==> src/hdl/hbred_pkg.sv <==
// ----------------------------------------------------------------------------
// hbred_pkg
// Shared types, constants and helpers of the boot report event decoder.
// ----------------------------------------------------------------------------
`timescale 1ns / 1ps

package hbred_pkg;

    localparam int SLOT_MAX = 6;
    localparam int EV_COUNT = 16;
    localparam int EV_IDX_W = 4;

    localparam logic [7:0] USAGE_A_LO = 8'h04;
    localparam logic [7:0] USAGE_A_HI = 8'h2E;
    localparam logic [7:0] USAGE_B_LO = 8'h4F;
    localparam logic [7:0] USAGE_B_HI = 8'h52;

    localparam logic [3:0] LEN_MOUSE_SHORT = 4'd3;
    localparam logic [3:0] LEN_MOUSE       = 4'd4;

    // event slot layout inside one report
    localparam logic [EV_IDX_W-1:0] EV_REL_BASE  = 4'd4;
    localparam logic [EV_IDX_W-1:0] EV_PRS_BASE  = 4'd10;
    localparam logic [EV_IDX_W-1:0] EV_AXIS_BASE = 4'd3;

    typedef enum logic [1:0] {
        CLS_KEY    = 2'd0,
        CLS_MOD    = 2'd1,
        CLS_BUTTON = 2'd2,
        CLS_AXIS   = 2'd3
    } ev_class_t;

    typedef struct packed {
        logic                        is_kbd;
        logic [EV_COUNT-1:0]         mask;
        logic [3:0]                  bits;
        logic [SLOT_MAX-1:0][7:0]    old_keys;
        logic [SLOT_MAX-1:0][7:0]    new_keys;
    } entry_t;

    typedef struct packed {
        logic full;
        logic empty;
    } qstat_t;

    function automatic logic usage_mapped(input logic [7:0] u);
        return ((u >= USAGE_A_LO) && (u <= USAGE_A_HI)) ||
               ((u >= USAGE_B_LO) && (u <= USAGE_B_HI));
    endfunction

    // modifier order shift, ctrl, alt, meta: bit index equals code
    function automatic logic [1:0] mod_map(input logic [1:0] slot);
        logic [1:0] r;
        case (slot)
            2'd0: r = 2'd1;
            2'd1: r = 2'd0;
            default: r = slot;
        endcase
        return r;
    endfunction

endpackage

==> src/hdl/hbred_front.sv <==
// ----------------------------------------------------------------------------
// hbred_front
// Accepts reports, classifies them and builds the pending event mask.
// ----------------------------------------------------------------------------
`timescale 1ns / 1ps

module hbred_front import hbred_pkg::*; #(
    parameter int KEY_SLOTS = 6
) (
    input  logic       aclk,
    input  logic       aresetn,
    input  logic       s_valid,
    output logic       s_ready,
    input  logic [3:0] s_report_len,
    input  logic [7:0] s_byte_0,
    input  logic [7:0] s_byte_1,
    input  logic [7:0] s_byte_2,
    input  logic [7:0] s_byte_3,
    input  logic [7:0] s_byte_4,
    input  logic [7:0] s_byte_5,
    input  logic [7:0] s_byte_6,
    input  logic [7:0] s_byte_7,
    input  logic       q_full,
    output logic       q_push,
    output entry_t     q_data
);

    logic [KEY_SLOTS-1:0][7:0] held_keys_reg, held_keys_next;
    logic [3:0]                held_mods_reg, held_mods_next;
    logic [2:0]                held_btn_reg, held_btn_next;

    logic [SLOT_MAX-1:0][7:0]  rep_keys;
    logic [SLOT_MAX-1:0][7:0]  old_keys;
    logic [SLOT_MAX-1:0]       rel_mask;
    logic [SLOT_MAX-1:0]       prs_mask;
    logic [3:0]                mod_mask;
    logic [3:0]                mods;
    logic [3:0]                mchg;
    logic [2:0]                btn;
    logic [2:0]                bchg;
    logic [2:0]                ax_mask;
    logic                      short_mouse;
    logic                      is_kbd;
    logic                      is_mouse;
    logic                      has_wheel;
    logic                      accept;
    logic                      rel_hit;
    logic                      prs_hit;

    assign rep_keys = {s_byte_7, s_byte_6, s_byte_5, s_byte_4, s_byte_3, s_byte_2};

    assign short_mouse = (s_report_len == LEN_MOUSE_SHORT) || (s_report_len == LEN_MOUSE);
    assign is_kbd      = s_report_len[3] && (s_byte_1 == 8'd0);
    assign is_mouse    = short_mouse || (s_report_len[3] && (s_byte_1 != 8'd0));
    assign has_wheel   = (s_report_len != LEN_MOUSE_SHORT);

    assign mods = s_byte_0[3:0];
    assign mchg = mods ^ held_mods_reg;
    assign btn  = s_byte_0[2:0];
    assign bchg = btn ^ held_btn_reg;

    assign ax_mask = {has_wheel && (s_byte_3 != 8'd0), s_byte_2 != 8'd0, s_byte_1 != 8'd0};

    always_comb begin
        for (int i = 0; i < 4; i++) begin
            mod_mask[i] = mchg[mod_map(i[1:0])];
        end
    end

    // release and press filtering against the previous and current key lists
    always_comb begin
        rel_mask = '0;
        prs_mask = '0;
        old_keys = '0;
        rel_hit  = 1'b0;
        prs_hit  = 1'b0;
        for (int i = 0; i < KEY_SLOTS; i++) begin
            old_keys[i] = held_keys_reg[i];
            rel_hit = 1'b0;
            prs_hit = 1'b0;
            for (int j = 0; j < KEY_SLOTS; j++) begin
                if (j < i && held_keys_reg[j] == held_keys_reg[i]) begin
                    rel_hit = 1'b1;
                end
                if (rep_keys[j] == held_keys_reg[i]) begin
                    rel_hit = 1'b1;
                end
                if (j < i && rep_keys[j] == rep_keys[i]) begin
                    prs_hit = 1'b1;
                end
                if (held_keys_reg[j] == rep_keys[i]) begin
                    prs_hit = 1'b1;
                end
            end
            rel_mask[i] = (held_keys_reg[i] != 8'd0) && !rel_hit &&
                          usage_mapped(held_keys_reg[i]);
            prs_mask[i] = (rep_keys[i] != 8'd0) && !prs_hit && usage_mapped(rep_keys[i]);
        end
    end

    always_comb begin
        q_data.is_kbd   = is_kbd;
        q_data.old_keys = old_keys;
        if (is_kbd) begin
            q_data.mask     = {prs_mask, rel_mask, mod_mask};
            q_data.bits     = mods;
            q_data.new_keys = rep_keys;
        end else begin
            q_data.mask     = {10'd0, ax_mask, bchg};
            q_data.bits     = {1'b0, btn};
            q_data.new_keys = {24'd0, s_byte_3, s_byte_2, s_byte_1};
        end
    end

    assign s_ready = !q_full;
    assign accept  = s_valid && s_ready;
    assign q_push  = accept && (is_kbd || is_mouse) && (q_data.mask != '0);

    always_comb begin
        held_keys_next = held_keys_reg;
        held_mods_next = held_mods_reg;
        held_btn_next  = held_btn_reg;
        if (accept && is_kbd) begin
            held_mods_next = mods;
            for (int i = 0; i < KEY_SLOTS; i++) begin
                held_keys_next[i] = rep_keys[i];
            end
        end
        if (accept && is_mouse) begin
            held_btn_next = btn;
        end
    end

    always_ff @(posedge aclk) begin
        if (!aresetn) begin
            held_keys_reg <= '0;
            held_mods_reg <= '0;
            held_btn_reg  <= '0;
        end else begin
            held_keys_reg <= held_keys_next;
            held_mods_reg <= held_mods_next;
            held_btn_reg  <= held_btn_next;
        end
    end

endmodule

==> src/hdl/hbred_queue.sv <==
// ----------------------------------------------------------------------------
// hbred_queue
// Two-entry queue of classified reports between front and back.
// ----------------------------------------------------------------------------
`timescale 1ns / 1ps

module hbred_queue import hbred_pkg::*; (
    input  logic   aclk,
    input  logic   aresetn,
    input  logic   push,
    input  entry_t din,
    input  logic   pop,
    output entry_t dout,
    output qstat_t stat
);

    entry_t     mem [2];
    logic       wr_ptr_reg, wr_ptr_next;
    logic       rd_ptr_reg, rd_ptr_next;
    logic [1:0] count_reg, count_next;

    assign stat.full  = (count_reg == 2'd2);
    assign stat.empty = (count_reg == 2'd0);
    assign dout       = mem[rd_ptr_reg];

    always_comb begin
        wr_ptr_next = wr_ptr_reg;
        rd_ptr_next = rd_ptr_reg;
        count_next  = count_reg;
        if (push) begin
            wr_ptr_next = !wr_ptr_reg;
        end
        if (pop) begin
            rd_ptr_next = !rd_ptr_reg;
        end
        case ({push, pop})
            2'b10:   count_next = count_reg + 2'd1;
            2'b01:   count_next = count_reg - 2'd1;
            default: count_next = count_reg;
        endcase
    end

    always_ff @(posedge aclk) begin
        if (push) begin
            mem[wr_ptr_reg] <= din;
        end
    end

    always_ff @(posedge aclk) begin
        if (!aresetn) begin
            wr_ptr_reg <= 1'b0;
            rd_ptr_reg <= 1'b0;
            count_reg  <= 2'd0;
        end else begin
            wr_ptr_reg <= wr_ptr_next;
            rd_ptr_reg <= rd_ptr_next;
            count_reg  <= count_next;
        end
    end

endmodule

==> src/hdl/hbred_back.sv <==
// ----------------------------------------------------------------------------
// hbred_back
// Walks the pending event mask and emits one event per cycle while the receiver does not hold the output.
// ----------------------------------------------------------------------------
`timescale 1ns / 1ps

module hbred_back import hbred_pkg::*; (
    input  logic              aclk,
    input  logic              aresetn,
    input  logic              q_empty,
    input  entry_t            q_data,
    output logic              q_pop,
    output logic              work_busy,
    output logic              m_valid,
    input  logic              m_ready,
    output logic [1:0]        m_event_class,
    output logic [7:0]        m_code,
    output logic signed [7:0] m_value,
    output logic              m_last_event
);

    entry_t            work_reg, work_next;
    logic              work_valid_reg, work_valid_next;
    logic              m_valid_reg, m_valid_next;
    ev_class_t         class_reg, class_next;
    logic [7:0]        code_reg, code_next;
    logic signed [7:0] value_reg, value_next;
    logic              last_reg, last_next;

    logic [EV_IDX_W-1:0] sel;
    logic [EV_IDX_W-1:0] k;
    logic [EV_COUNT-1:0] low_bit;
    logic [EV_COUNT-1:0] rest;
    logic [1:0]          mb;
    logic                emit;
    logic                done;
    logic                load;

    always_comb begin
        sel = '0;
        for (int i = EV_COUNT - 1; i >= 0; i--) begin
            if (work_reg.mask[i]) begin
                sel = i[EV_IDX_W-1:0];
            end
        end
    end

    assign low_bit = work_reg.mask & (~work_reg.mask + 1'b1);
    assign rest    = work_reg.mask & ~low_bit;
    assign done    = (rest == '0);
    assign emit    = work_valid_reg && (!m_valid_reg || m_ready);
    assign load    = !q_empty && (!work_valid_reg || (emit && done));
    assign q_pop   = load;

    // event decode
    always_comb begin
        k  = '0;
        mb = mod_map(sel[1:0]);
        class_next = CLS_KEY;
        code_next  = 8'd0;
        value_next = 8'sd0;
        if (work_reg.is_kbd) begin
            if (sel < EV_REL_BASE) begin
                class_next = CLS_MOD;
                code_next  = {6'd0, mb};
                value_next = {7'd0, work_reg.bits[mb]};
            end else if (sel < EV_PRS_BASE) begin
                k          = sel - EV_REL_BASE;
                class_next = CLS_KEY;
                code_next  = work_reg.old_keys[k[2:0]];
                value_next = 8'sd0;
            end else begin
                k          = sel - EV_PRS_BASE;
                class_next = CLS_KEY;
                code_next  = work_reg.new_keys[k[2:0]];
                value_next = 8'sd1;
            end
        end else begin
            if (sel < EV_AXIS_BASE) begin
                class_next = CLS_BUTTON;
                code_next  = {6'd0, sel[1:0]};
                value_next = {7'd0, work_reg.bits[sel[1:0]]};
            end else begin
                k          = sel - EV_AXIS_BASE;
                class_next = CLS_AXIS;
                code_next  = {6'd0, k[1:0]};
                value_next = work_reg.new_keys[k[2:0]];
            end
        end
        last_next = done;
    end

    always_comb begin
        work_next       = work_reg;
        work_valid_next = work_valid_reg;
        if (emit) begin
            work_next.mask  = rest;
            work_valid_next = !done;
        end
        if (load) begin
            work_next       = q_data;
            work_valid_next = 1'b1;
        end
        m_valid_next = m_valid_reg;
        if (emit) begin
            m_valid_next = 1'b1;
        end else if (m_ready) begin
            m_valid_next = 1'b0;
        end
    end

    always_ff @(posedge aclk) begin
        if (!aresetn) begin
            work_valid_reg <= 1'b0;
            m_valid_reg    <= 1'b0;
        end else begin
            work_valid_reg <= work_valid_next;
            m_valid_reg    <= m_valid_next;
        end
    end

    always_ff @(posedge aclk) begin
        work_reg <= work_next;
        if (emit) begin
            class_reg <= class_next;
            code_reg  <= code_next;
            value_reg <= value_next;
            last_reg  <= last_next;
        end
    end

    assign work_busy     = work_valid_reg;
    assign m_valid       = m_valid_reg;
    assign m_event_class = class_reg;
    assign m_code        = code_reg;
    assign m_value       = value_reg;
    assign m_last_event  = last_reg;

endmodule

==> src/hdl/hid_boot_report_event_decoder_unit.sv <==
// ----------------------------------------------------------------------------
// hid_boot_report_event_decoder_unit
// The first event of a report passes the queue, the work register and the output register.
// Throughput: one event per cycle while m_ready does not hold the output; a report
// yields at most 16 events, and the back end has a single event emitter.
// A report is taken each cycle while the two-entry queue has room.
// Reset (aresetn low, synchronous) clears held keys, modifiers and buttons.
// ----------------------------------------------------------------------------
`timescale 1ns / 1ps

module hid_boot_report_event_decoder_unit import hbred_pkg::*; #(
    parameter int KEY_SLOTS = 6
) (
    input  logic              aclk,
    input  logic              aresetn,
    input  logic              s_valid,
    output logic              s_ready,
    input  logic [3:0]        s_report_len,
    input  logic [7:0]        s_byte_0,
    input  logic [7:0]        s_byte_1,
    input  logic [7:0]        s_byte_2,
    input  logic [7:0]        s_byte_3,
    input  logic [7:0]        s_byte_4,
    input  logic [7:0]        s_byte_5,
    input  logic [7:0]        s_byte_6,
    input  logic [7:0]        s_byte_7,
    output logic              m_valid,
    input  logic              m_ready,
    output logic [1:0]        m_event_class,
    output logic [7:0]        m_code,
    output logic signed [7:0] m_value,
    output logic              m_last_event
);

    entry_t q_in;
    entry_t q_out;
    qstat_t q_stat;
    logic   q_push;
    logic   q_pop;
    logic   back_busy;

    hbred_front #(
        .KEY_SLOTS(KEY_SLOTS)
    ) u_front (
        .aclk        (aclk),
        .aresetn     (aresetn),
        .s_valid     (s_valid),
        .s_ready     (s_ready),
        .s_report_len(s_report_len),
        .s_byte_0    (s_byte_0),
        .s_byte_1    (s_byte_1),
        .s_byte_2    (s_byte_2),
        .s_byte_3    (s_byte_3),
        .s_byte_4    (s_byte_4),
        .s_byte_5    (s_byte_5),
        .s_byte_6    (s_byte_6),
        .s_byte_7    (s_byte_7),
        .q_full      (q_stat.full),
        .q_push      (q_push),
        .q_data      (q_in)
    );

    hbred_queue u_queue (
        .aclk   (aclk),
        .aresetn(aresetn),
        .push   (q_push),
        .din    (q_in),
        .pop    (q_pop),
        .dout   (q_out),
        .stat   (q_stat)
    );

    hbred_back u_back (
        .aclk         (aclk),
        .aresetn      (aresetn),
        .q_empty      (q_stat.empty),
        .q_data       (q_out),
        .q_pop        (q_pop),
        .work_busy    (back_busy),
        .m_valid      (m_valid),
        .m_ready      (m_ready),
        .m_event_class(m_event_class),
        .m_code       (m_code),
        .m_value      (m_value),
        .m_last_event (m_last_event)
    );

`ifndef SYNTHESIS
    a_more_events: assert property (@(posedge aclk) disable iff (!aresetn)
        (m_valid && m_ready && !m_last_event) |=> m_valid)
        else $error("event stream broke before last event");

    a_no_spurious: assert property (@(posedge aclk) disable iff (!aresetn)
        (!m_valid && !back_busy) |=> !m_valid)
        else $error("event produced with no work pending");

    a_push_room: assert property (@(posedge aclk) disable iff (!aresetn)
        q_push |-> !q_stat.full)
        else $error("report pushed into full queue");

    a_pop_data: assert property (@(posedge aclk) disable iff (!aresetn)
        q_pop |-> !q_stat.empty)
        else $error("pop from empty queue");
`endif

endmodule

==> config.mk <==
export PLATFORM = sky130hd
export DESIGN_NAME = hid_boot_report_event_decoder_unit
export DESIGN_NICKNAME = d
export VERILOG_FILES = /design/src/hdl/hbred_pkg.sv /design/src/hdl/hbred_front.sv /design/src/hdl/hbred_queue.sv /design/src/hdl/hbred_back.sv /design/src/hdl/hid_boot_report_event_decoder_unit.sv
export SDC_FILE = /design/constraint.sdc
export NUM_CORES = 1
export LEC_CHECK = 0
export BUFFER_PORTS_ARGS = -buffer_cell sky130_fd_sc_hd__buf_2
export CAP_MARGIN = 20
export CORE_UTILIZATION = 30
export CTS_BUF_LIST = sky130_fd_sc_hd__clkbuf_16
export CTS_CLUSTER_DIAMETER = 100
export CTS_CLUSTER_SIZE = 14
export DETAILED_ROUTE_END_ITERATION = 7
export PLACE_DENSITY = 0.55
export SLEW_MARGIN = 20
export SYNTH_ARGS = -nofsm -noshare
export SYNTH_HDL_FRONTEND = slang
export SYNTH_SLANG_ARGS = --single-unit
==> constraint.sdc <==
create_clock -name aclk -period 8.3 [get_ports aclk]
set_input_delay 1.245 -clock aclk [delete_from_list [all_inputs] [get_ports aclk]]
set_output_delay 1.245 -clock aclk [all_outputs]
set_load 0.03 [all_outputs]
; After elaboration in Yosys (flattened, before gate mapping)
; Memories as Yosys holds them, arrays and structs flattened. A register that Yosys moved wholly into a read port is not among the register bits.
; Index checks and enable logic that the tools add are counted.
[word_totals]
latchBits = 0
mem_bits_ro = 0
ram_bits = 234
word_cells = 479
reg_bits = 197
mem_count = 1
out_inout_bits = 21
[classes]
eq_ne = 109
bitwise = 6
div = 0
n_shift = 0
n_lt_le_gt_ge = 56
reduce_logical = 116
muxes = 153
n_addsub = 6
mul = 0
[mem_list]
columns = name, words, width, read_ports, rd_ports_with_merged_regs, wr, line_no
row1 = u_queue.mem, 2, 117, 1, 1, 1, hbred_queue.sv:17  ; entry_t mem [2];
[ops]
columns = op, count
row1 = $eq A8 B8 Y1, 102
row2 = $mux W116, 1
row3 = $mux W1, 115
row4 = $reduce_bool A8 Y1, 13
row5 = $ge A8 B3 Y1 const B, 12
row6 = $ge A8 B7 Y1 const B, 12
row7 = $le A8 B6 Y1 const B, 12
row8 = $le A8 B7 Y1 const B, 12
row9 = $bmux W8 S3, 3
row10 = $mux W8, 9
row11 = $mux W4, 16
row12 = $logic_and A1 B1 Y1, 59
row13 = $mux W48, 1
row14 = $and A16 B16 Y16, 2
row15 = $not A16 Y16, 2
row16 = $mux W20, 1
row17 = $logic_not A1 Y1, 19
row18 = $logic_or A1 B1 Y1, 17
row19 = $add A16 B1 Y16 const B, 1
row20 = $logic_not A16 Y1, 1
row21 = $mux W16, 1
row22 = $reduce_bool A16 Y1, 1
row23 = $lt A3 B4 Y1 const B, 3
row24 = $logic_not A8 Y1, 1
row25 = other kinds (20), 30

; Longest topological paths before layout
; Gate-level depths: netlist of the first run.
[logic_depth]
ltp_word = 22
depth_mapped = 15
depth_no_buf = 14

; Modules after synthesis
; A second synthesis of the first run with hierarchy kept.
[unflattened]
cells_unflattened = 2244
hier_area_um2 = 25395.6
[modules_own_cells]
columns = module, area_each_um2, seq_area_each_um2, cells_each, n_inst
row1 = hbred_front, 10441.3, 1101.1, 1437, 1
row2 = hbred_queue, 8657.1, 7126.8, 386, 1
row3 = hbred_back, 6297.3, 4124.0, 421, 1

; Worst setup path before layout of the first run
; No wires, ideal clock.
[synth_path]
path_type = in2reg
startpoint = input s_byte_4[5]
endpoint = memory u_queue.mem[1][0] (netlist bit), enable pin
arrival_time_ns = 5.914
setup_slack_ns = 1.896
cell_stages = 9
cell_sequence = clkbuf_1 > or4_1 > nor3_1 > or4b_2 > o311a_1 > or4_1 > and3_1 > nand4_1 > and3_1
[synth_via]
elab_chain_len = 17
[synth_rtl]
columns = item, line_no
row1 = from (decl), hid_boot_report_event_decoder_unit.sv:23  ; input logic [7:0] s_byte_4,
row2 = $eq A8 B8 Y1, hbred_front.sv:88  ; if (j < i && rep_keys[j] == rep_keys[i]) begin
row3 = $mux W1, hbred_front.sv:88
row4 = $mux W1, hbred_front.sv:91  ; if (held_keys_reg[j] == rep_keys[i]) begin
row5 = $mux W1, hbred_front.sv:88
row6 = $mux W1 (5 in a row), hbred_front.sv:91
row7 = $logic_not A1 Y1, hbred_front.sv:97  ; prs_mask[i] = (rep_keys[i] != 8'd0) && !prs_hit && usage_mapped(rep_keys[i]);
row8 = $logic_and A1 B1 Y1 (2 in a row), hbred_front.sv:97
row9 = $mux W20 *, hbred_front.sv:104  ; if (is_kbd) begin
row10 = $reduce_bool A16 Y1 *, hbred_front.sv:117  ; assign q_push = accept && (is_kbd || is_mouse) && (q_data.mask != '0);
row11 = $logic_and A1 B1 Y1 *, hbred_front.sv:117
row12 = $mux W1 *, hbred_queue.sv:44  ; if (push) begin
row13 = $mux W1 (not written as such) *, hbred_queue.sv:45  ; mem[wr_ptr_reg] <= din;
row14 = to (decl), hbred_queue.sv:17
; Every way passes the cells marked *; elsewhere a longest branch is shown, timed or not.

==> impl_metrics.toml, run 1 <==
[clock_network]
cts-htree-levels = 2
postCtsResizedCells = 0
clock_insertion_delay_worst_skew_ns = 0.59
clock_path_buffers = 3
clkSlewWorstSetupHoldPaths_ns = 0.06
numCtsBuffers = 37
number_of_buffers_inserted_by_hold_repair_at_cts = 0
clockRootBuffer = "clkbuf_16"
cts_post_setup_buffers_inserted = 0
clkSinkCount = 432
tritoncts = "done"

[layout]
layout.nets = 2316
largest_register_ff_count = 234
n_fill_cell = 8127
final_layout_size_suffix_gt1_share_pct = 13.98
syn2layout_area_growth_pct = 9.167
layout_commonest_cell = "edfxtp_1"
most-common-layout-cells = "edfxtp_1, xnor2_1, nand2_1"

[pwr]
power.share.switching_pct = 35.50
seq_power_share_pct = 45.3
switching_power_mw = 2.538
p_leak_nw = 9.326
power.share.clock_pct = 22.9
power_frac_comb_pct = 31.8
ir_drop_mv = 0.1599
p_int_mw = 4.612
p_per_area_mw_per_mm2 = 263.2
pwr_total_mw = 7.150

[place]
hpwl_mm = 52.89
buffer_ports.inserted = 88
gp_congestion = 0.9169

[grt]
grt_start_max_net_pins = 101
grt_antenna_before_repair = 5
grt_overflow = 0
number_of_global_route_vias_before_repair = 17974
grt_first_pass_wirelength_mm = 121.9
grt_util_all_layers_pct = 19.34

[sta]
setup_tns_ns = 0
hold_violations = 0
setup-violations-final = 0
grt_setup_unrepaired = "false"
min_period_ns = 5.767
fraction_of_the_cycle_the_final_worst_path_needs_pct = 69.48
drv_slew = 0
max_freq_mhz = 173.4
timing.max_slew.rel_slack_pct = 18.79
worstMarginPinSlew_ns = 1.217
skew_ns = 0.04543

[flow_run]
max_cap_violations = 0

[floorplanning]
die-height_um = 290.0
num_io_pins = 93
fp.coreArea_sq_mm = 0.08211
die_area_sq_mm = 0.08410
row_count = 105
fp.dieW_um = 290.0
start_util_pct = 30.30

[synthesis]
synth-async-reset-ratio_pct = 0
yosys_register_bits = 432
cell_area_after_technology_mapping_sq_mm = 0.02488
synthMuxAreaShare_pct = 6.361
synth_top_family_by_area = "XOR/XNOR gates"
post_synth_fa_ha_maj_area_fraction_pct = 0.3268
synth_compound_gate_area_share_pct = 7.392
synthSimpleGateAreaFrac_pct = 12.94
syn-instance-count = 2320
synth_nets = 2396
post_synth_num_cell_types = 79
synth_enable_flop_cells = 370
synth.avg_cell_area_sq_um = 10.73
synth_xor_xnor_area_share_pct = 18.90
synth_warnings = 0
ys_dominant_reg_cell = "edfxtp_1"
yosysSeqAreaShare_pct = 49.64

[worst_setup_path]
critical_path.startpoint_type = "primary input"
cp_max_fo = 60
worstPathRequired_ns = 8.59
worstPathArrival_ns = 6.05
endpoint_kind = "flip-flop"
critical_path_class = "primary input to flip-flop"

[detailed_routing]
drc_errors = 0
via_per_instance_ratio = 5.511
drt-total-wl_mm = 83.29
ant_nets = 0
first_pass_iters = 5
drt_iter0_drc = 2358
routedWlPerCell_um = 25.00
vias = 18363

[status]
status = "finished clean"

[hold_path]
hold_path.class = "flip-flop to flip-flop"
-- path summary, 6_finish.rpt --
kind,startpoint,end,slack (ns),cells after the start
worst max-delay path,s_byte_1[4],u_queue.mem[0][95]$_DFFE_PP_,2.53,12
worst min-delay path,u_front.held_mods_reg[2]$_SDFFE_PN0P_,u_front.held_mods_reg[2]$_SDFFE_PN0P_,0.46,2
worst max register to register,u_front.q_data[84]$_SDFFE_PN0P_,u_queue.mem[0][58]$_DFFE_PP_,3.49,10
worst min register to register,u_front.held_mods_reg[2]$_SDFFE_PN0P_,u_front.held_mods_reg[2]$_SDFFE_PN0P_,0.46,2
-- synth_stat cells (all sizes together), types with 18 or more instances --
cell / n / area share [%]
dfxtp: 62 / 5.0
nand4: 89 / 2.2
mux2: 103 / 4.7
nor3: 22 / 0.44
edfxtp: 370 / 45
inv: 23 / 0.35
a21oi: 99 / 2.0
nor2: 95 / 1.4
a211oi: 18 / 0.56
xor2: 232 / 8.2
xnor2: 305 / 11
o21ai: 45 / 0.91
nor4: 72 / 1.9
mux2i: 22 / 0.88
nand2: 254 / 3.8
clkbuf: 159 / 2.4
buf: 95 / 1.7
and2: 30 / 0.75
nand3: 31 / 0.62
-- cell families (layout without fill, tap and decap cells) --
kind of cell,Yosys count,in the layout
AO/OA/AOI/OAI,282,282
XOR/XNOR,537,537
adder cells (fa/ha/maj),7,7
buffers and inverters,278,219
flip-flops,432,432
multiplexers,134,134
other,0,1
AND/OR/NAND/NOR,650,650
-- layer usage --
layer	global-route usage [%]	vias to the layer above	wire (um)
li1	-	8027	-
met1	26.85	9148	35700
met2	30.14	991	37410
met3	3.071	193	7198
met4	7.447	4	2954
met5	0	-	27
-- metrics by stage --
stage                     util [%]  setup WS [ns]  std cells  instance area, sq um  hold slack [ns]
after detailed placement     31.75          1.885       3270                 26070           0.4538
final                        33.08          2.533       3332                 27160           0.4593
after floorplan                  -          1.896       2320                 24880           0.4237
after global routing         33.08          2.325       3331                 27160           0.4922
after global placement       31.75          1.967       3270                 26070           0.4448
after CTS                    33.05          2.459       3330                 27140           0.4628
-- critical path: stages --
cell and delay (ns):
buf_2 0.11, nor4_2 0.78, nand3_1 0.63, inv_2 0.39
buf_4 0.55, o21ai_0 0.26, or3_1 0.47, nor4_1 0.30
nand4_1 0.28, nand3_1 0.24, inv_4 0.28, buf_4 0.38
-- power groups by stage --
| stage | combinational [mW] | sequential (mW) | clock (mW) |
|---|---|---|---|
| after global placement | 2.25 | 3.27 | 0 |
| after detailed placement | 2.28 | 3.29 | 0 |
| final | 2.27 | 3.24 | 1.64 |
| after CTS | 2.29 | 3.24 | 1.67 |
| after floorplan | 1.56 | 3.27 | 0 |
| after global routing | 2.45 | 3.29 | 1.74 |
-- cell type report --
class,count,area [sq um],area share [%]
inverters,24,95.09,0.3501
clock buffers,38,950.9,3.501
repair buffers,135,829.5,3.054
well taps,1070,1339,4.929
diodes,1,2.502,0.009212
multi-input cells,1610,11470,42.22
clock inverters,22,120.1,0.4422
flip-flops and latches,432,12360,45.50
Note: power is estimated with default switching activity, not from simulation.
==> run 2, diff against run 1 <==
==> constraint.sdc (replaced) <==
create_clock -name aclk -period 5.8 [get_ports aclk]
set_input_delay 0.87 -clock aclk [delete_from_list [all_inputs] [get_ports aclk]]
set_output_delay 0.87 -clock aclk [all_outputs]
set_load 0.03 [all_outputs]
==> impl_metrics.toml, run 2 (synthesized netlist as in run 1, its figures left out) <==
[status]
status = "finished clean"

[clock_network]
number_of_buffers_inserted_by_hold_repair_at_cts = 0
cts_post_setup_buffers_inserted = 0
postCtsResizedCells = 0
clkSlewWorstSetupHoldPaths_ns = 0.07
clkSinkCount = 432
clock_path_buffers = 3
tritoncts = "done"
clockRootBuffer = "clkbuf_16"
numCtsBuffers = 38
clock_insertion_delay_worst_skew_ns = 0.60
cts-htree-levels = 2

[pwr]
power.share.switching_pct = 35.48
seq_power_share_pct = 45.2
p_int_mw = 6.643
power_frac_comb_pct = 31.7
p_leak_nw = 9.324
p_per_area_mw_per_mm2 = 378.2
power.share.clock_pct = 23.1
switching_power_mw = 3.652
pwr_total_mw = 10.30
ir_drop_mv = 0.2309

[flow_run]
max_cap_violations = 0

[worst_setup_path]
critical_path.startpoint_type = "flip-flop"
endpoint_kind = "flip-flop"
worstPathRequired_ns = 5.99
cp_max_fo = 43
timing.critical_path.mode_cell = "buf_4"
critical_path_class = "flip-flop to flip-flop"
slowest_stage = "buf_4"
critical-path-max-stage-delay_ns = 0.59
path_cells = "nor2_1 > nand3_1 > o41ai_1 > nand4_1 > a211o_1 > o32a_1 > buf_4 > inv_4 > buf_4"
worstPathArrival_ns = 4.44

[layout]
n_fill_cell = 8136
multiInputGateArea_sq_mm = 0.01146
most-common-layout-cells = "edfxtp_1, xnor2_1, nand2_1"
largest_register_ff_count = 234
final_layout_size_suffix_gt1_share_pct = 13.94
layout.nets = 2314
layout_commonest_cell = "edfxtp_1"
sequential_standard_cell_area_sq_mm = 0.01236
syn2layout_area_growth_pct = 9.388

[grt]
grt_overflow = 0
number_of_global_route_vias_before_repair = 17783
grt_start_max_net_pins = 76
grt_antenna_before_repair = 4
grt_first_pass_wirelength_mm = 120.5
grt_util_all_layers_pct = 19.06

[sta]
fraction_of_the_cycle_the_final_worst_path_needs_pct = 73.17
setup_tns_ns = 0
hold_violations = 0
drv_slew = 0
timing.max_slew.rel_slack_pct = 15.99
min_period_ns = 4.244
worstMarginPinSlew_ns = 1.258
max_freq_mhz = 235.6
grt_setup_unrepaired = "false"
timing.final.ws_setup_ns = 1.556
setup-violations-final = 0
skew_ns = 0.04348

[detailed_routing]
routedWlPerCell_um = 24.66
drc_errors = 0
via_per_instance_ratio = 5.448
first_pass_iters = 6
ant_nets = 0
drt_iter0_drc = 1872
drt-total-wl_mm = 82.11
vias = 18142

[floorplanning]
die-height_um = 290.0
fp.coreArea_sq_mm = 0.08211
die_area_sq_mm = 0.08410
row_count = 105
start_util_pct = 30.30
num_io_pins = 93
fp.dieW_um = 290.0

[place]
hpwl_mm = 53.81
buffer_ports.inserted = 88
placement.setup.worst_slack_ns = 0.8984
gp_congestion = 0.9237

[hold_path]
hold_path.class = "flip-flop to flip-flop"
run 2: worst max-delay path: cells and delay by family (launching register included):
family | cells | cell delay [ns]
AO/OA/AOI/OAI | 3 | 1.20
AND/OR/NAND/NOR | 3 | 0.84
buffers and inverters | 3 | 1.25
flip-flops | 1 | 0.49
run 2: power groups by stage:
stage                     sequential [mW]  combinational (mW)  clock (mW)
after floorplan                      4.67                2.23           0
after global placement               4.69                3.22           0
after detailed placement             4.71                3.27           0
after CTS                            4.64                3.28        2.44
after global routing                 4.71                3.53        2.54
final                                4.65                3.27        2.38
run 2: cell type report:
cell class                      instances  area share (%)
Timing Repair Buffer                  132           3.107
Clock buffer                           38           3.494
Multi-Input combinational cell       1610           42.10
Clock inverter                         23          0.6022
Inverter                               24          0.3494
Sequential cell                       432           45.42
Antenna cell                            1        0.009194
Tap cell                             1070           4.919
run 2: metrics by stage:
stage / instances / util, % / hold WS, ns / area (sq um)
after detailed placement: 3268 / 31.78 / 0.4505 / 26100
after global routing: 3329 / 33.15 / 0.4955 / 27220
final: 3330 / 33.15 / 0.4584 / 27220
after floorplan: 2320 / - / 0.4237 / 24880
after global placement: 3268 / 31.78 / 0.4412 / 26100
after CTS: 3329 / 33.14 / 0.4599 / 27210
run 2: worst paths after layout:
path / from / to / slack [ns] / depth (start not counted)
hold reg to reg: u_front.q_data[81]$_SDFFE_PN0P_ / u_front.q_data[81]$_SDFFE_PN0P_ / 0.46 / 2
setup reg to reg: u_back.work_reg[106]$_DFFE_PP_ / u_back.work_reg[94]$_DFFE_PP_ / 1.56 / 9
setup / recovery: u_back.work_reg[106]$_DFFE_PP_ / u_back.work_reg[94]$_DFFE_PP_ / 1.56 / 9
hold / removal: u_front.q_data[81]$_SDFFE_PN0P_ / u_front.q_data[81]$_SDFFE_PN0P_ / 0.46 / 2
run 2: metal layers:
metal / GRT usage, % / vias up / part of all wire (%) / wire (um)
met5: 0 / - / 0 / 0
met3: 2.926 / 180 / 8.0 / 6581
li1: - / 7999 / - / -
met1: 26.37 / 9071 / 44 / 35800
met4: 7.862 / 0 / 3.8 / 3092
met2: 29.64 / 892 / 45 / 36630
